File: src/sv/radix_integer_to_text_macros.svh
// ----------------------------------------------------------------------------
// Radix integer-to-text assertion macros
// Shared wrappers for the concurrent checks of the conversion block.
// ----------------------------------------------------------------------------
`ifndef RADIX_INTEGER_TO_TEXT_MACROS_SVH
`define RADIX_INTEGER_TO_TEXT_MACROS_SVH

// Check a property on every clock edge outside reset
`define RIT_ASSERT(label, prop, msg) \
  label: assert property (@(posedge clk_i) disable iff (!rst_ni) prop) else $error(msg);

// Check a property on every clock edge, reset included
`define RIT_ASSERT_ALWAYS(label, prop, msg) \
  label: assert property (@(posedge clk_i) prop) else $error(msg);

`endif

File: src/sv/rit_pkg.sv
// ----------------------------------------------------------------------------
// Radix integer-to-text package
// Fixed widths, character codes and register indexes of the converter.
// ----------------------------------------------------------------------------
package rit_pkg;

  // Field and register widths
  localparam int unsigned SYM_W        = 8;
  localparam int unsigned DIGIT_W      = 4;
  localparam int unsigned RADIX_W      = 5;
  localparam int unsigned SYM_SLOTS    = 16;
  localparam int unsigned SYM_WORD_W   = 64;
  localparam int unsigned CFG_IDX_W    = 8;
  localparam int unsigned CFG_DATA_W   = 64;
  localparam int unsigned DIV_STEP_BITS = 8;

  // Character codes
  localparam logic [SYM_W-1:0] CHAR_NUL   = 8'h00;
  localparam logic [SYM_W-1:0] CHAR_PLUS  = 8'h2B;
  localparam logic [SYM_W-1:0] CHAR_MINUS = 8'h2D;

  // Configuration register indexes
  localparam logic [CFG_IDX_W-1:0] REG_RADIX_SIZE   = 8'd0;
  localparam logic [CFG_IDX_W-1:0] REG_SYMBOLS_LOW  = 8'd1;
  localparam logic [CFG_IDX_W-1:0] REG_SYMBOLS_HIGH = 8'd2;

  typedef logic [SYM_W-1:0] sym_t;

endpackage

File: src/sv/radix_integer_to_text.sv
// ----------------------------------------------------------------------------
// Radix integer-to-text converter
// Turns one signed integer into its text in a radix set by a configured
// symbol alphabet: optional '-', then digits most significant first.
// ----------------------------------------------------------------------------
//
//  channel   signals                                   handshake
//  -------   ---------------------------------------   ---------------------
//  input     value_i                                   start & !busy
//  output    character_o, last_o                       out_valid_o strobe
//  config    cfg_index_i, cfg_data_i                   cfg_valid_i & cfg_ready_o
//
// One word runs an alphabet check over the first n symbols (n = radix size),
// then the shared divider (8 quotient bits a cycle) for each digit, then the
// digit store read and the output register for each character.
// An invalid alphabet ends the word after the check with no output.
// Reset is asynchronous and active low; it clears control state and configuration registers only.
// Results are strobed for one cycle; the receiver cannot stall them.
// ----------------------------------------------------------------------------
module radix_integer_to_text
  import rit_pkg::*;
#(
  parameter int unsigned MAX_SYMBOLS = 16,
  parameter int unsigned MAX_DIGITS  = 32,
  parameter int unsigned VALUE_WIDTH = 32
) (
  input  logic                   clk_i,
  input  logic                   rst_ni,
  input  logic                   start,
  output logic                   busy,
  input  logic [VALUE_WIDTH-1:0] value_i,
  output logic                   out_valid_o,
  output logic [SYM_W-1:0]       character_o,
  output logic                   last_o,
  input  logic                   cfg_valid_i,
  output logic                   cfg_ready_o,
  input  logic [CFG_IDX_W-1:0]   cfg_index_i,
  input  logic [CFG_DATA_W-1:0]  cfg_data_i
);

  localparam int unsigned NCHUNK = (VALUE_WIDTH + DIV_STEP_BITS - 1) / DIV_STEP_BITS;
  localparam int unsigned PADW   = NCHUNK * DIV_STEP_BITS;
  localparam int unsigned CHK_W  = (NCHUNK > 1) ? $clog2(NCHUNK) : 1;
  localparam int unsigned CNT_W  = $clog2(MAX_DIGITS + 1);
  localparam int unsigned ADDR_W = $clog2(MAX_DIGITS);
  localparam int unsigned SIDX_W = $clog2(SYM_SLOTS);

  localparam logic [1:0] ST_IDLE  = 2'd0;
  localparam logic [1:0] ST_CHECK = 2'd1;
  localparam logic [1:0] ST_DIV   = 2'd2;
  localparam logic [1:0] ST_EMIT  = 2'd3;

  // Configuration registers
  logic [RADIX_W-1:0]    radix_q;
  logic [SYM_WORD_W-1:0] sym_low_q, sym_high_q;

  // Sequencer state
  logic [1:0]        state_q, state_d;
  logic [SIDX_W-1:0] sidx_q, sidx_d;
  logic [CHK_W-1:0]  chunk_q, chunk_d;
  logic [CNT_W-1:0]  cnt_q, cnt_d;
  logic [PADW-1:0]   mag_q, mag_d;
  logic [DIGIT_W-1:0] rem_q, rem_d;
  logic              neg_q, neg_d;

  // Digit store and read stage
  logic [DIGIT_W-1:0] store_q [MAX_DIGITS];
  logic [DIGIT_W-1:0] rd_data_q;
  logic               rd_en, wr_en;
  logic [ADDR_W-1:0]  rd_addr, wr_addr;
  logic               rd_vld_q, rd_vld_d, rd_last_q, rd_last_d;

  // Output register
  logic               out_valid_q, out_valid_d, last_q, last_d;
  logic [SYM_W-1:0]   char_q, char_d;
  logic               minus_fire;

  sym_t               sym [SYM_SLOTS];
  logic               range_bad, sym_bad;
  logic [VALUE_WIDTH-1:0] abs_val;
  logic [PADW-1:0]    div_x;
  logic [DIGIT_W-1:0] div_r;

  assign busy        = (state_q != ST_IDLE) | rd_vld_q;
  assign cfg_ready_o = ~busy;

  // Write configuration registers
  always_ff @(posedge clk_i or negedge rst_ni) begin
    if (!rst_ni) begin
      radix_q    <= '0;
      sym_low_q  <= '0;
      sym_high_q <= '0;
    end else if (cfg_valid_i && cfg_ready_o) begin
      unique case (cfg_index_i)
        REG_RADIX_SIZE:   radix_q    <= cfg_data_i[RADIX_W-1:0];
        REG_SYMBOLS_LOW:  sym_low_q  <= cfg_data_i;
        REG_SYMBOLS_HIGH: sym_high_q <= cfg_data_i;
        default: ;
      endcase
    end
  end

  // Unpack the alphabet
  always_comb begin
    for (int k = 0; k < SYM_SLOTS / 2; k++) begin
      sym[k]                 = sym_low_q[k*SYM_W +: SYM_W];
      sym[k + SYM_SLOTS / 2] = sym_high_q[k*SYM_W +: SYM_W];
    end
  end

  // Check the radix size, and one symbol against the reserved codes and all later symbols of the radix
  always_comb begin
    range_bad = (radix_q < RADIX_W'(2)) || (radix_q > RADIX_W'(MAX_SYMBOLS));
    sym_bad   = (sym[sidx_q] == CHAR_NUL) || (sym[sidx_q] == CHAR_PLUS) ||
                (sym[sidx_q] == CHAR_MINUS);
    for (int b = 0; b < SYM_SLOTS; b++) begin
      if ((RADIX_W'(b) > {1'b0, sidx_q}) && (RADIX_W'(b) < radix_q) &&
          (sym[b] == sym[sidx_q])) begin
        sym_bad = 1'b1;
      end
    end
  end

  // Magnitude, unsigned and wide enough for the most negative value
  assign abs_val = value_i[VALUE_WIDTH-1] ? (~value_i + 1'b1) : value_i;

  // Shared divider: eight restoring steps of magnitude by radix
  always_comb begin
    logic [DIGIT_W:0] r2;
    div_x = mag_q;
    div_r = rem_q;
    for (int i = 0; i < DIV_STEP_BITS; i++) begin
      r2    = {div_r, div_x[PADW-1]};
      div_x = {div_x[PADW-2:0], 1'b0};
      if (r2 >= radix_q) begin
        r2       = r2 - radix_q;
        div_x[0] = 1'b1;
      end
      div_r = r2[DIGIT_W-1:0];
    end
  end

  // Sequencer
  always_comb begin
    state_d    = state_q;
    sidx_d     = sidx_q;
    chunk_d    = chunk_q;
    cnt_d      = cnt_q;
    mag_d      = mag_q;
    rem_d      = rem_q;
    neg_d      = neg_q;
    minus_fire = 1'b0;
    wr_en      = 1'b0;
    wr_addr    = cnt_q[ADDR_W-1:0];
    rd_en      = 1'b0;
    rd_addr    = ADDR_W'(cnt_q - CNT_W'(1));
    rd_vld_d   = 1'b0;
    rd_last_d  = 1'b0;
    unique case (state_q)
      ST_IDLE: begin
        if (start && !busy) begin
          state_d = ST_CHECK;
          sidx_d  = '0;
          mag_d   = PADW'(abs_val);
          neg_d   = value_i[VALUE_WIDTH-1];
        end
      end
      ST_CHECK: begin
        if (range_bad || sym_bad) begin
          state_d = ST_IDLE;
        end else if ({1'b0, sidx_q} == radix_q - RADIX_W'(1)) begin
          state_d    = ST_DIV;
          minus_fire = neg_q;
          chunk_d    = '0;
          rem_d      = '0;
          cnt_d      = '0;
        end else begin
          sidx_d = sidx_q + SIDX_W'(1);
        end
      end
      ST_DIV: begin
        mag_d = div_x;
        rem_d = div_r;
        if (chunk_q == CHK_W'(NCHUNK - 1)) begin
          // Store the digit and decide whether another one follows
          wr_en   = 1'b1;
          cnt_d   = cnt_q + CNT_W'(1);
          chunk_d = '0;
          rem_d   = '0;
          if ((div_x == '0) || (cnt_q >= CNT_W'(MAX_DIGITS - 1))) begin
            state_d = ST_EMIT;
          end
        end else begin
          chunk_d = chunk_q + CHK_W'(1);
        end
      end
      ST_EMIT: begin
        rd_en     = 1'b1;
        rd_vld_d  = 1'b1;
        rd_last_d = (cnt_q == CNT_W'(1));
        cnt_d     = cnt_q - CNT_W'(1);
        if (cnt_q == CNT_W'(1)) state_d = ST_IDLE;
      end
      default: state_d = ST_IDLE;
    endcase
  end

  always_ff @(posedge clk_i or negedge rst_ni) begin
    if (!rst_ni) begin
      state_q   <= ST_IDLE;
      sidx_q    <= '0;
      chunk_q   <= '0;
      cnt_q     <= '0;
      rd_vld_q  <= 1'b0;
      rd_last_q <= 1'b0;
      neg_q     <= 1'b0;
    end else begin
      state_q   <= state_d;
      sidx_q    <= sidx_d;
      chunk_q   <= chunk_d;
      cnt_q     <= cnt_d;
      rd_vld_q  <= rd_vld_d;
      rd_last_q <= rd_last_d;
      neg_q     <= neg_d;
    end
  end

  // Datapath registers hold without reset
  always_ff @(posedge clk_i) begin
    mag_q <= mag_d;
    rem_q <= rem_d;
  end

  // Digit store: one write port, one registered read port
  always_ff @(posedge clk_i) begin
    if (wr_en) store_q[wr_addr] <= div_r;
    if (rd_en) rd_data_q <= store_q[rd_addr];
  end

  // Output word: sign first, then looked-up symbols
  assign out_valid_d = rd_vld_q | minus_fire;
  assign char_d      = minus_fire ? CHAR_MINUS : sym[rd_data_q];
  assign last_d      = rd_vld_q & rd_last_q;

  always_ff @(posedge clk_i or negedge rst_ni) begin
    if (!rst_ni) begin
      out_valid_q <= 1'b0;
      last_q      <= 1'b0;
    end else begin
      out_valid_q <= out_valid_d;
      last_q      <= last_d;
    end
  end

  always_ff @(posedge clk_i) begin
    char_q <= char_d;
  end

  assign out_valid_o = out_valid_q;
  assign character_o = char_q;
  assign last_o      = last_q;

  // Checks
`include "radix_integer_to_text_macros.svh"

  `RIT_ASSERT(a_start_busy, (start && !busy) |=> busy, "accepted word did not raise busy")
  `RIT_ASSERT(a_read_busy, rd_vld_q |-> busy, "digit read in flight while not busy")
  `RIT_ASSERT(a_last_gap, (out_valid_o && last_o) |=> !out_valid_o, "word after last marker")
  `RIT_ASSERT(a_minus_not_last, (out_valid_o && character_o == CHAR_MINUS) |-> !last_o, "sign ended a text")
  `RIT_ASSERT_ALWAYS(a_cnt_range, cnt_q <= CNT_W'(MAX_DIGITS), "digit count out of range")

endmodule
File: config.mk
export PLATFORM = sky130hd
export DESIGN_NAME = radix_integer_to_text
export DESIGN_NICKNAME = d
export VERILOG_FILES = /design/src/sv/rit_pkg.sv /design/src/sv/radix_integer_to_text.sv
export VERILOG_INCLUDE_DIRS = /design/src /design/src/sv
export SDC_FILE = /design/constraint.sdc
export NUM_CORES = 1
export LEC_CHECK = 0
export BUFFER_PORTS_ARGS = -buffer_cell sky130_fd_sc_hd__buf_2
export CAP_MARGIN = 10
export CORE_UTILIZATION = 35
export CTS_CLUSTER_SIZE = 28
export DETAILED_ROUTE_END_ITERATION = 16
export GPL_TIMING_DRIVEN = 0
export HOLD_SLACK_MARGIN = 0.02
export PLACE_DENSITY_LB_ADDON = 0.12
export SLEW_MARGIN = 30
export SYNTH_ARGS = -nofsm -noshare
export SYNTH_HDL_FRONTEND = slang
export SYNTH_SLANG_ARGS = --single-unit
export TNS_END_PERCENT = 1
File: constraint.sdc
create_clock -name clk_i -period 34 [get_ports clk_i]
set_input_delay 1.7 -clock clk_i [delete_from_list [all_inputs] [get_ports clk_i]]
set_output_delay 1.7 -clock clk_i [all_outputs]
set_load 0.01 [all_outputs]
After elaboration in Yosys (flattened, before gate mapping):

Memories as Yosys holds them, arrays and structs flattened. A register that Yosys moved wholly into a read port is not among the register bits.
Index checks and enable logic that the tools add are counted.

* div/mod/pow operators: 0
* $lt $le $gt $ge: 43
* equal/unequal tests: 33
* add/subtract/negate cells: 14
* shifts and indexed selects: 0
* reductions and logical operators: 56
* multipliers: 0
* mux-type cells: 72
* bitwise logic cells: 7

Operators with widths (number)
* $eq 8x8->1: 15
* $bmux 8 s4: 2
* $mux 32: 2
* $pmux 32 s2: 1
* $mux 4: 14
* $ge 5x5->1: 8
* $lt 4x5->1 const A: 8
* $add 32x1->32 const B: 1
* $gt 4x4->1 const A: 8
* $logic_and 1x1->1: 32
* $logic_not 32->1: 1
* $mux 1: 32
* $mux 8: 4
* $not 32->32: 1
* $sub 4x4->4: 8
* $lt 3x5->1 const A: 4
* $mux 2: 9
* $mux 6: 3
* $pmux 6 s3: 1
* $eq 8x6->1 const B: 2
* $gt 3x4->1 const A: 4
* $logic_not 8->1: 2
* $pmux 4 s2: 2
* $ne 2x2->1 const B: 7
* 35 further kinds: 54

* output and inout bits: 12
* ROM bits: 0
* latch bits: 0
* bits in writable memories: 128
* logic and storage cells: 241
* memories: 1
* input port bits: 108
* register bits: 196

Memory list
* store_q: words 32, bits a word 4, rd ports 1, clocked after memory_dff 1, write ports 1, RTL line radix_integer_to_text.sv:67 `logic [DIGIT_W-1:0] store_q [MAX_DIGITS];`

Logic depth before layout (Yosys ltp):

Gate-level depths: netlist of the first run.

* word-level depth: 26
* gate-level depth with buffers: 85
* gate-level depth less buffers: 78

Worst setup path before layout of the first run:

OpenSTA, ideal clock, no wires.

* path type: register -> register
* start point: register radix_q[1]
* end point: register state_q[0]
* arrival time: 14077 ps
* data required time: 33873 ps
* clock period less this slack: 14204 ps
* path buffers: 7
* library setup time: 127 ps
* cell stages (with the launch flop): 78
* path slack: 19796 ps
* cells stage by stage: dfrtp_1 > inv_1 > ha_1 > a21o_1 > a21o_1 > a31o_2 > a21o_1 > a21o_1 > clkbuf_1 > o21ai_0 > inv_1 > ha_1 > nor2b_1 > o21ai_0 > nand2b_1 > o21a_1 > o21ai_0 > nand2b_1 > [42 not listed] > a31oi_1 > o21ai_0 > nand2b_1 > clkbuf_1 > a21oi_1 > ha_1 > nor2b_1 > o21ai_0 > a31oi_1 > o21ai_0 > nand2b_1 > clkbuf_1 > or3_1 > or4_1 > a31oi_1 > o21ai_0 > nor3_1 > a21oi_1

* cells in the longest elaborated chain, start to end: 21
* elaborated cells on any way between the ends: 103
* those cells by class: add/sub (8); order compare (25); eq/ne (3); mux (32); reduce/logical (35)

Ends and longest elaborated chain
* start: declaration: RTL line radix_integer_to_text.sv:54 `logic [RADIX_W-1:0] radix_q;`
* start signal: assignment: RTL line radix_integer_to_text.sv:95 `REG_RADIX_SIZE: radix_q <= cfg_data_i[RADIX_W-1:0];`
* branches (longest 21 deep; another with $ge 5x5->1)
* end signal: assignment: RTL line radix_integer_to_text.sv:218 `state_q <= state_d;`
* end: declaration: RTL line radix_integer_to_text.sv:58 `logic [1:0] state_q, state_d;`

Parallel ways; which one is timed is not known.
A chain may end at the register's enable or synchronous reset.

Worst setup path after layout of the first run:

Same ends and word-level chain as after synthesis.

==> impl_summary.log, run 1 <==
INFO  metric run_status = complete, no violations
INFO  metric dieWidth = 238.6 µm
INFO  metric largest_vdd_supply_drop = 0.05230 mV
INFO  metric achievable-frequency = a little under 60 MHz
INFO  metric portBuffers = 118
INFO  metric die_area = 0.05694 mm²
INFO  metric path_class = reg -> reg
INFO  metric instances_no_fill = 2523
INFO  metric rsz0062_at_grt = false
INFO  metric hold_start = rd_last_q
INFO  metric worstSetupStartpointType = flop
INFO  metric root_buffer = sky130_fd_sc_hd__clkbuf_16
INFO  metric cts-hold-fix-buffers = 0
INFO  metric core_region_area = around 0.055 mm²
INFO  metric first_global_vias = between 10000 and 15000
INFO  metric groute.layer.met2.usage = 0.4015
INFO  metric maxCapViolCount = 0
INFO  metric timing.critical_path.fanout_max = 14
INFO  metric multiInputGateArea = 0.01004 mm²
INFO  metric h-tree-depth = 2
INFO  metric hpwlAfterDp = 50180 µm
INFO  metric wl_per_cell = 26.04 µm
INFO  metric worst_hold_slack = 458.4 ps
INFO  metric r2r_cells = 77
INFO  metric timing.reg2reg.setup_slack = around 17000 ps
INFO  metric cts_buffers = 38
INFO  metric fin_skew = 14.78 ps
INFO  metric insertedDiodeCount = 0
INFO  metric area.sequential = 0.009009 mm²
INFO  metric groute.usage.overall = 0.2361
INFO  metric worst_path_max_delay_cell = sky130_fd_sc_hd__dfrtp_1
INFO  metric initial_utilization = 0.3550
INFO  metric leading_cell_types_in_the_layout_fill_and_taps_excluded = sky130_fd_sc_hd__edfxtp_1 (168), sky130_fd_sc_hd__dfrtp_1 (152), sky130_fd_sc_hd__mux2_2 (145)
INFO  metric synth_cells = ~1600
INFO  metric post_synth_instance_area = 0.01960 mm²
INFO  metric insertion_delay = 580 ps
INFO  metric layout-drive-gt1-share = 0.2732
INFO  metric timing.critical_path.mode_cell = sky130_fd_sc_hd__o21ai_0
INFO  metric crit-reg2reg-capture = state_q[0]
INFO  metric leakage = between 0.009 and 0.01 µW
INFO  metric holdCritPathClass = reg -> reg
INFO  metric cts_post_setup_buffers_inserted = 0
INFO  metric synth-main-ff-cell = sky130_fd_sc_hd__edfxtp_1
INFO  metric placed_cells_incl_taps = 2456
INFO  metric final.setup.worst_slack = 16780 ps
INFO  metric antenna_violating_nets_post_route = 0
INFO  metric synth_nets = 1757
INFO  metric path_clk_slew = 50 ps
INFO  metric cts_tree = yes
INFO  metric antenna_violations_before_repair = 4
INFO  metric ys_seq_area_frac = 0.4597
INFO  metric grt_pass1_wl = about 97000 µm
INFO  metric gp_routability_congestion = 0.9984
INFO  metric cts.repair.resized = 0
INFO  metric drt_first_pass_iters = 6
INFO  metric clkSinkCount = 328
INFO  metric synth_area_per_cell = 12.37 µm²
INFO  metric max_slew_margin = 0.2991
INFO  metric global_routing_usage_on_met1 = 0.2948
INFO  metric power_density = 63.18 mW/mm²
INFO  metric worst-endpoint-required = 34460 ps
INFO  metric synth-warning-count = 0
INFO  metric worstSetupEndpoint = state_q[0]
INFO  metric dr.first_iter.drc_count = approximately 840
INFO  metric post_synth_num_cell_types = 78
INFO  metric grt_overflow_total = 0
INFO  metric layout_net_count = 1921
INFO  metric number_of_pins_exceeding_their_max_slew_limit_in_the_final_report = 0
INFO  metric layout_worst_path_cycle_share = 0.5065
INFO  metric placement_rows = between 80 and 90
INFO  metric synth-edff-count = 168
INFO  metric avgViaCountPerCell = about 5.4
INFO  metric die_y = 238.6 µm
INFO  metric asyncSetResetFlopFracSynth = 0.4634
INFO  metric postSynthRegisterBits = approximately 330
INFO  metric design.portCount = 120
INFO  metric global_route.usage.met3 = 0.04122
INFO  metric worst_r2r_startpoint = radix_q[1]
INFO  metric mostFrequentLayoutCell = sky130_fd_sc_hd__edfxtp_1
INFO  metric worst_path_largest_cell_delay = approximately 840 ps
INFO  metric preCtsSetupSlack = between 15000 and 20000 ps
INFO  metric grt_busiest_layer = met2
INFO  metric detailroute.via_count = 13680
INFO  metric worst-slew-pin-transition = 1051 ps
INFO  metric setup.worst_path.end_class = flop
INFO  metric setup_viol_count_final = 0
INFO  metric final-hold-violation-count = 0
INFO  metric clockBufferDepth = 3
INFO  metric num-fill-cells = 5280
INFO  metric min_period = 17220 ps
INFO  metric fin_tns_setup = 0 ps
INFO  metric grt_max_degree = 78
INFO  metric critical_path_data_arrival_time = 17680 ps
INFO  metric drt_drc_violations_left = 0
INFO  metric route.final.wire_length = approximately 66000 µm
INFO  metric worst_setup_path_startpoint = radix_q[1]
INFO  metric area_growth = 15.31%
-- sequential cells by signal, summed over array words and instances (netlist names), named ones only --
| register | cells |
|---|---|
| character_o | 8 |
| chunk_q | 2 |
| cnt_q | 6 |
| last_o | 1 |
| mag_q | 32 |
| neg_q | 1 |
| out_valid_o | 1 |
| radix_q | 5 |
| rd_data_q | 4 |
| rd_last_q | 1 |
| rd_vld_q | 1 |
| rem_q | 4 |
| sidx_q | 4 |
| state_q | 1 |
| store_q | 128 |
| sym_high_q | 64 |
| sym_low_q | 64 |
-- layout make-up --
| type | instances | share of cell area |
|---|---|---|
| clock inverter | 21 | 0.009746 |
| tap | 748 | 0.04142 |
| sequential | 328 | 0.3987 |
| timing repair buffer | 124 | 0.03334 |
| buffer | 90 | 0.02027 |
| clock buffer | 46 | 0.04430 |
| inverter | 48 | 0.007974 |
| multi-input combinational | 1118 | 0.4443 |
-- kinds of logic after synthesis --
kind of cell	share of synthesized area
simple gates	0.09738
flops	0.4597
mux	0.2217
compound gates	0.07190
xor+xnor	0.07324
buf+inv	0.03148
fa+ha+maj	0.04457
-- critical path, delay by kind of cell, from the launching register on --
kind,cells,cell delay [ps]
buffers and inverters,14,2740
DFF,1,840
AOI/OAI and AO/OA,36,8070
and+or+nand+nor,19,2890
adders and majority gates,8,2510
-- per-layer routing --
layer	routed length, µm	vias up
met5	32	-
met4	2707	6
met3	3471	108
met2	32380	390
met1	27100	6890
li1	-	6288
-- cell usage after synthesis, types with 10 or more instances --
cell / count / area share
sky130_fd_sc_hd__nor3_1: 32 / 0.0082
sky130_fd_sc_hd__o21ai_0: 90 / 0.023
sky130_fd_sc_hd__xor2_1: 62 / 0.028
sky130_fd_sc_hd__buf_1: 13 / 0.0025
sky130_fd_sc_hd__edfxtp_1: 168 / 0.26
sky130_fd_sc_hd__ha_1: 57 / 0.036
sky130_fd_sc_hd__xnor2_1: 100 / 0.045
sky130_fd_sc_hd__or3_1: 13 / 0.0042
sky130_fd_sc_hd__mux4_2: 94 / 0.11
sky130_fd_sc_hd__nand3_1: 30 / 0.0077
sky130_fd_sc_hd__o221ai_1: 10 / 0.0045
sky130_fd_sc_hd__nand2_1: 90 / 0.017
sky130_fd_sc_hd__a21oi_1: 25 / 0.0064
sky130_fd_sc_hd__nor2_1: 100 / 0.019
sky130_fd_sc_hd__nand2b_1: 14 / 0.0045
sky130_fd_sc_hd__nand4_1: 20 / 0.0064
sky130_fd_sc_hd__dfrtp_1: 152 / 0.19
sky130_fd_sc_hd__nor2b_1: 19 / 0.0061
sky130_fd_sc_hd__buf_2: 12 / 0.0031
sky130_fd_sc_hd__clkbuf_1: 52 / 0.010
sky130_fd_sc_hd__inv_1: 47 / 0.0090
sky130_fd_sc_hd__nor4_1: 26 / 0.0083
sky130_fd_sc_hd__a21o_1: 10 / 0.0038
sky130_fd_sc_hd__a31oi_1: 11 / 0.0035
sky130_fd_sc_hd__mux2i_1: 47 / 0.024
sky130_fd_sc_hd__mux2_2: 145 / 0.083
-- how the worst min path moves through the flow --
stage,endpoint,cells after the start
final,last_o,1
after CTS,last_o,1
after global routing,last_o,1
after floorplan,last_o,1
after global placement,last_o,1
after detailed placement,last_o,1
-- per-stage QoR --
stage,cell area (µm²),power [µW],util
2_1_floorplan,19600,840.4,-
3_3_place_gp,21120,1007,0.3826
3_5_place_dp,21360,1036,0.3869
4_1_cts,22580,1444,0.4090
5_1_grt,22600,1506,0.4093
6_report,22600,1428,0.4093
-- power breakdown --
group          total, µW  internal [µW]  switching, µW
Combinational        522            210            312
Sequential           504            484           20.1
Clock                402            228            174
Note: power is estimated with default switching activity, not from simulation.
==> run 2, diff against run 1 <==
--- a/config.mk
+++ b/config.mk
@@ -6,6 +6,7 @@
 export SDC_FILE = /design/constraint.sdc
 export NUM_CORES = 1
 export LEC_CHECK = 0
+export ABC_AREA = 1
 export BUFFER_PORTS_ARGS = -buffer_cell sky130_fd_sc_hd__buf_2
 export CAP_MARGIN = 10
 export CORE_UTILIZATION = 35
==> constraint.sdc (replaced) <==
create_clock -name clk_i -period 13.9 [get_ports clk_i]
set_input_delay 0.695 -clock clk_i [delete_from_list [all_inputs] [get_ports clk_i]]
set_output_delay 0.695 -clock clk_i [all_outputs]
set_load 0.01 [all_outputs]
==> run 2 against run 1 <==
Clock skew increased by 7.2 ps. Clock-buffer cell count decreased by 2. Area after synthesis increased by 5.5%. Final area increased by 5.4%. Utilization increased by 0.11 points. Synthesized cell count increased by 74%. Final cell count increased by 48%.
==> impl_summary.log, run 2 <==
INFO  metric detailroute.via_count = 19740 (was 13680)
INFO  metric synth_top_cell_by_area = sky130_fd_sc_hd__edfxtp_1 (unchanged)
INFO  metric min_period = 12810 ps (was 17220 ps)
INFO  metric core_region_area = 0.05803 mm² (was 0.05520 mm²)
INFO  metric netlist_top_cells_count = sky130_fd_sc_hd__nand2_1 (734), sky130_fd_sc_hd__o21ai_0 (322), sky130_fd_sc_hd__nor2_1 (321) (was sky130_fd_sc_hd__edfxtp_1 (168), sky130_fd_sc_hd__dfrtp_1 (152), sky130_fd_sc_hd__mux2_2 (145))
INFO  metric drt_first_pass_iters = 6 (unchanged)
INFO  metric holdCritPathClass = in -> async (was reg -> reg)
INFO  metric route.final.wire_length = 81620 µm (was 65690 µm)
INFO  metric num-fill-cells = 5997 (was 5280)
INFO  metric run_status = complete, no violations (unchanged)
INFO  metric timing.critical_path.mode_cell = sky130_fd_sc_hd__o21ai_0 (unchanged)
INFO  metric final.setup.worst_slack = 1094 ps (was 16780 ps)
INFO  metric clockBufferDepth = 3 (unchanged)
INFO  metric portBuffers = 119 (was 118)
INFO  metric worstSetupStartpointType = flop (unchanged)
INFO  metric post_synth_instance_area = 0.02067 mm² (was 0.01960 mm²)
INFO  metric ys_seq_area_frac = 0.4358 (was 0.4597)
INFO  metric post_synth_num_cell_types = 54 (was 78)
INFO  metric preCtsSetupSlack = -2167 ps (was 16590 ps)
INFO  metric area_growth = 15.21% (was 15.31%)
INFO  metric final-hold-violation-count = 0 (unchanged)
INFO  metric achievable-frequency = 78.09 MHz (was 58.07 MHz)
INFO  metric synth_area_per_cell = 7.497 µm² (was 12.37 µm²)
INFO  metric dieWidth = 245.0 µm (was 238.6 µm)
INFO  metric antenna_violating_nets_post_route = 0 (unchanged)
INFO  metric fin_skew = 21.95 ps (was 14.78 ps)
INFO  metric die_y = 245.0 µm (was 238.6 µm)
INFO  metric worst-slew-pin-transition = 935.7 ps (was 1051 ps)
INFO  metric design.portCount = 120 (unchanged)
INFO  metric reg_top3 = store_q: 128 flops, sym_high_q: 64 flops, sym_low_q: 64 flops (unchanged)
INFO  metric initial_utilization = 0.3562 (was 0.3550)
INFO  metric dr.first_iter.drc_count = 1690 (was 841)
INFO  metric setup_viol_count_final = 0 (unchanged)
INFO  metric max_slew_margin = 0.3683 (was 0.2991)
INFO  metric synth_area_leaders = sky130_fd_sc_hd__edfxtp_1 (24%), sky130_fd_sc_hd__dfrtp_1 (18%), sky130_fd_sc_hd__nand2_1 (13%) (was sky130_fd_sc_hd__edfxtp_1 (26%), sky130_fd_sc_hd__dfrtp_1 (19%), sky130_fd_sc_hd__mux4_2 (11%))
INFO  metric critical_path_data_arrival_time = 12950 ps (was 17680 ps)
INFO  metric grt_pass1_wl = 121300 µm (was 97190 µm)
INFO  metric mostFrequentLayoutCell = sky130_fd_sc_hd__nand2_1 (was sky130_fd_sc_hd__edfxtp_1)
INFO  metric synth_cells = 2757 (was 1584)
INFO  metric layout_worst_path_cycle_share = 0.9213 (was 0.5065)
INFO  metric worst-endpoint-required = 14040 ps (was 34460 ps)
INFO  metric worst_path_largest_cell_delay = 440 ps (was 840 ps)
INFO  metric number_of_pins_exceeding_their_max_slew_limit_in_the_final_report = 0 (unchanged)
INFO  metric clkSinkCount = 328 (unchanged)
INFO  metric groute.usage.overall = 0.2715 (was 0.2361)
INFO  metric path_clk_slew = 60 ps (was 50 ps)
INFO  metric drt_drc_violations_left = 0 (unchanged)
INFO  metric avgViaCountPerCell = 5.295 (was 5.423)
INFO  metric setup.worst_path.end_class = flop (unchanged)
INFO  metric dominant_cell_by_count_in_the_synthesized_netlist = sky130_fd_sc_hd__nand2_1 (was sky130_fd_sc_hd__edfxtp_1)
INFO  metric worst_hold_slack = 32.78 ps (was 458.4 ps)
INFO  metric wl_per_cell = 21.89 µm (was 26.04 µm)
INFO  metric cts_tree = yes (unchanged)
INFO  metric grt_max_degree = 78 (unchanged)
INFO  metric hpwlAfterDp = 62180 µm (was 50180 µm)
INFO  metric synth-edff-count = 168 (unchanged)
INFO  metric first_global_vias = 19670 (was 14310)
INFO  metric leading_cell_types_in_the_layout_fill_and_taps_excluded = sky130_fd_sc_hd__nand2_1 (732), sky130_fd_sc_hd__nor2_1 (321), sky130_fd_sc_hd__o21ai_0 (315) (was sky130_fd_sc_hd__edfxtp_1 (168), sky130_fd_sc_hd__dfrtp_1 (152), sky130_fd_sc_hd__mux2_2 (145))
INFO  metric layout-drive-gt1-share = 0.1053 (was 0.2732)
INFO  metric root_buffer = sky130_fd_sc_hd__clkbuf_16 (unchanged)
INFO  metric postSynthRegisterBits = 328 (unchanged)
INFO  metric synth_nets = 2930 (was 1757)
INFO  metric register_with_the_most_flip_flops = store_q (unchanged)
INFO  metric timing.critical_path.fanout_max = 32 (was 14)
INFO  metric layout_net_count = 3108 (was 1921)
INFO  metric post-synth-top-area-fraction = 0.2441 (was 0.2575)
INFO  metric cts_buffers = 39 (was 38)
INFO  metric gp_routability_congestion = 1.037 (was 0.9984)
INFO  metric path_class = reg -> reg (unchanged)
INFO  metric grt_overflow_total = 0 (unchanged)
INFO  metric asyncSetResetFlopFracSynth = 0.4634 (unchanged)
INFO  metric synth-main-ff-cell = sky130_fd_sc_hd__edfxtp_1 (unchanged)
INFO  metric largest_reg_flops = 128 (unchanged)
INFO  metric maxCapViolCount = 0 (unchanged)
INFO  metric insertedDiodeCount = 0 (unchanged)
INFO  metric timing.reg2reg.setup_slack = 1090 ps (was 16780 ps)
INFO  metric placement_rows = 88 (was 86)
INFO  metric fin_tns_setup = 0 ps (unchanged)
INFO  metric insertion_delay = 580 ps (about the same)
INFO  metric worst_path_max_delay_cell = sky130_fd_sc_hd__dfrtp_2 (was sky130_fd_sc_hd__dfrtp_1)
INFO  metric h-tree-depth = 2 (unchanged)
INFO  metric die_area = 0.06003 mm² (was 0.05694 mm²)
INFO  metric synth-warning-count = 0 (unchanged)
INFO  metric antenna_violations_before_repair = 0 (was 4)
run 2: changes by cell type after synthesis, sizes merged, moves of 79 or more:
cell,previous run,this run
inv,48,331
xnor2,100,9
nor2,101,328
mux4,97,0
a21oi,26,105
o21ai,90,329
nand3,30,143
nand2,90,753
mux2,145,1
run 2: cell families after synthesis:
family	synth area share
flip-flops	0.4358
buffers and inverters	0.09171
AND/OR/NAND/NOR	0.2578
XOR/XNOR	0.02246
adder cells (fa/ha/maj)	0.04225
multiplexers	0.006840
AO/OA/AOI/OAI	0.1431
run 2: through the flow:
step	instance area, µm²	util	instances
after floorplan	20670	-	2757
after global placement	22220	0.3830	3641
after detailed placement	22340	0.3850	3644
after CTS	23670	0.4080	3715
after global routing	23810	0.4104	3728
final	23810	0.4104	3728
run 2: layer usage:
layer / vias to the layer above / GRT usage / share of wire
met5: - / 0 / 0
met4: 0 / 0.1358 / 0.053
met3: 200 / 0.03335 / 0.057
met2: 715 / 0.4521 / 0.47
met1: 9416 / 0.3468 / 0.42
li1: 9407 / - / -
run 2: layout make-up:
cell class	count	area, µm²	share of cell area
plain buffers	132	644.4	0.02706
well taps	765	957.2	0.04020
flip-flops and latches	328	9014	0.3785
clock buffers	44	1005	0.04219
multi-input cells	1964	9857	0.4139
repair buffers	137	800.8	0.03363
clock inverters	25	271.5	0.01140
inverters	333	1264	0.05307
run 2: path summary, 6_finish.rpt:
| check | startpoint | to | cells past startpoint |
|---|---|---|---|
| setup / recovery | radix_q[2] | store_q[0][2] | 68 |
| hold / removal | rst_ni | sym_high_q[25] | 1 |
| setup reg to reg | radix_q[2] | store_q[0][2] | 68 |
| hold reg to reg | rd_last_q | last_o | 2 |
| max in group asynchronous | rst_ni | cnt_q[0] | 2 |
| min in group clk_i | cfg_data_i[19] | sym_low_q[19] | 3 |
run 2: repair_timing:
action	4_1_cts	5_1_grt
endpoints found under the setup margin	135	135
gates resized for setup	15	16
hold endpoints to repair	0	0
hold buffers	0	0
pin swaps	3	6
buffers inserted	2	13
run 2: critical path, delay by kind of cell (launching register included):
kind | cells | cell delay, ps
compound gates | 30 | 5880
simple gates | 23 | 2170
fa+ha+maj | 8 | 2710
buf+inv | 6 | 780
mux | 1 | 320
flops | 1 | 440
Power of run 2 is not shown: default switching activity piles up to over one toggle a cycle in this logic, so the estimate is an artifact.
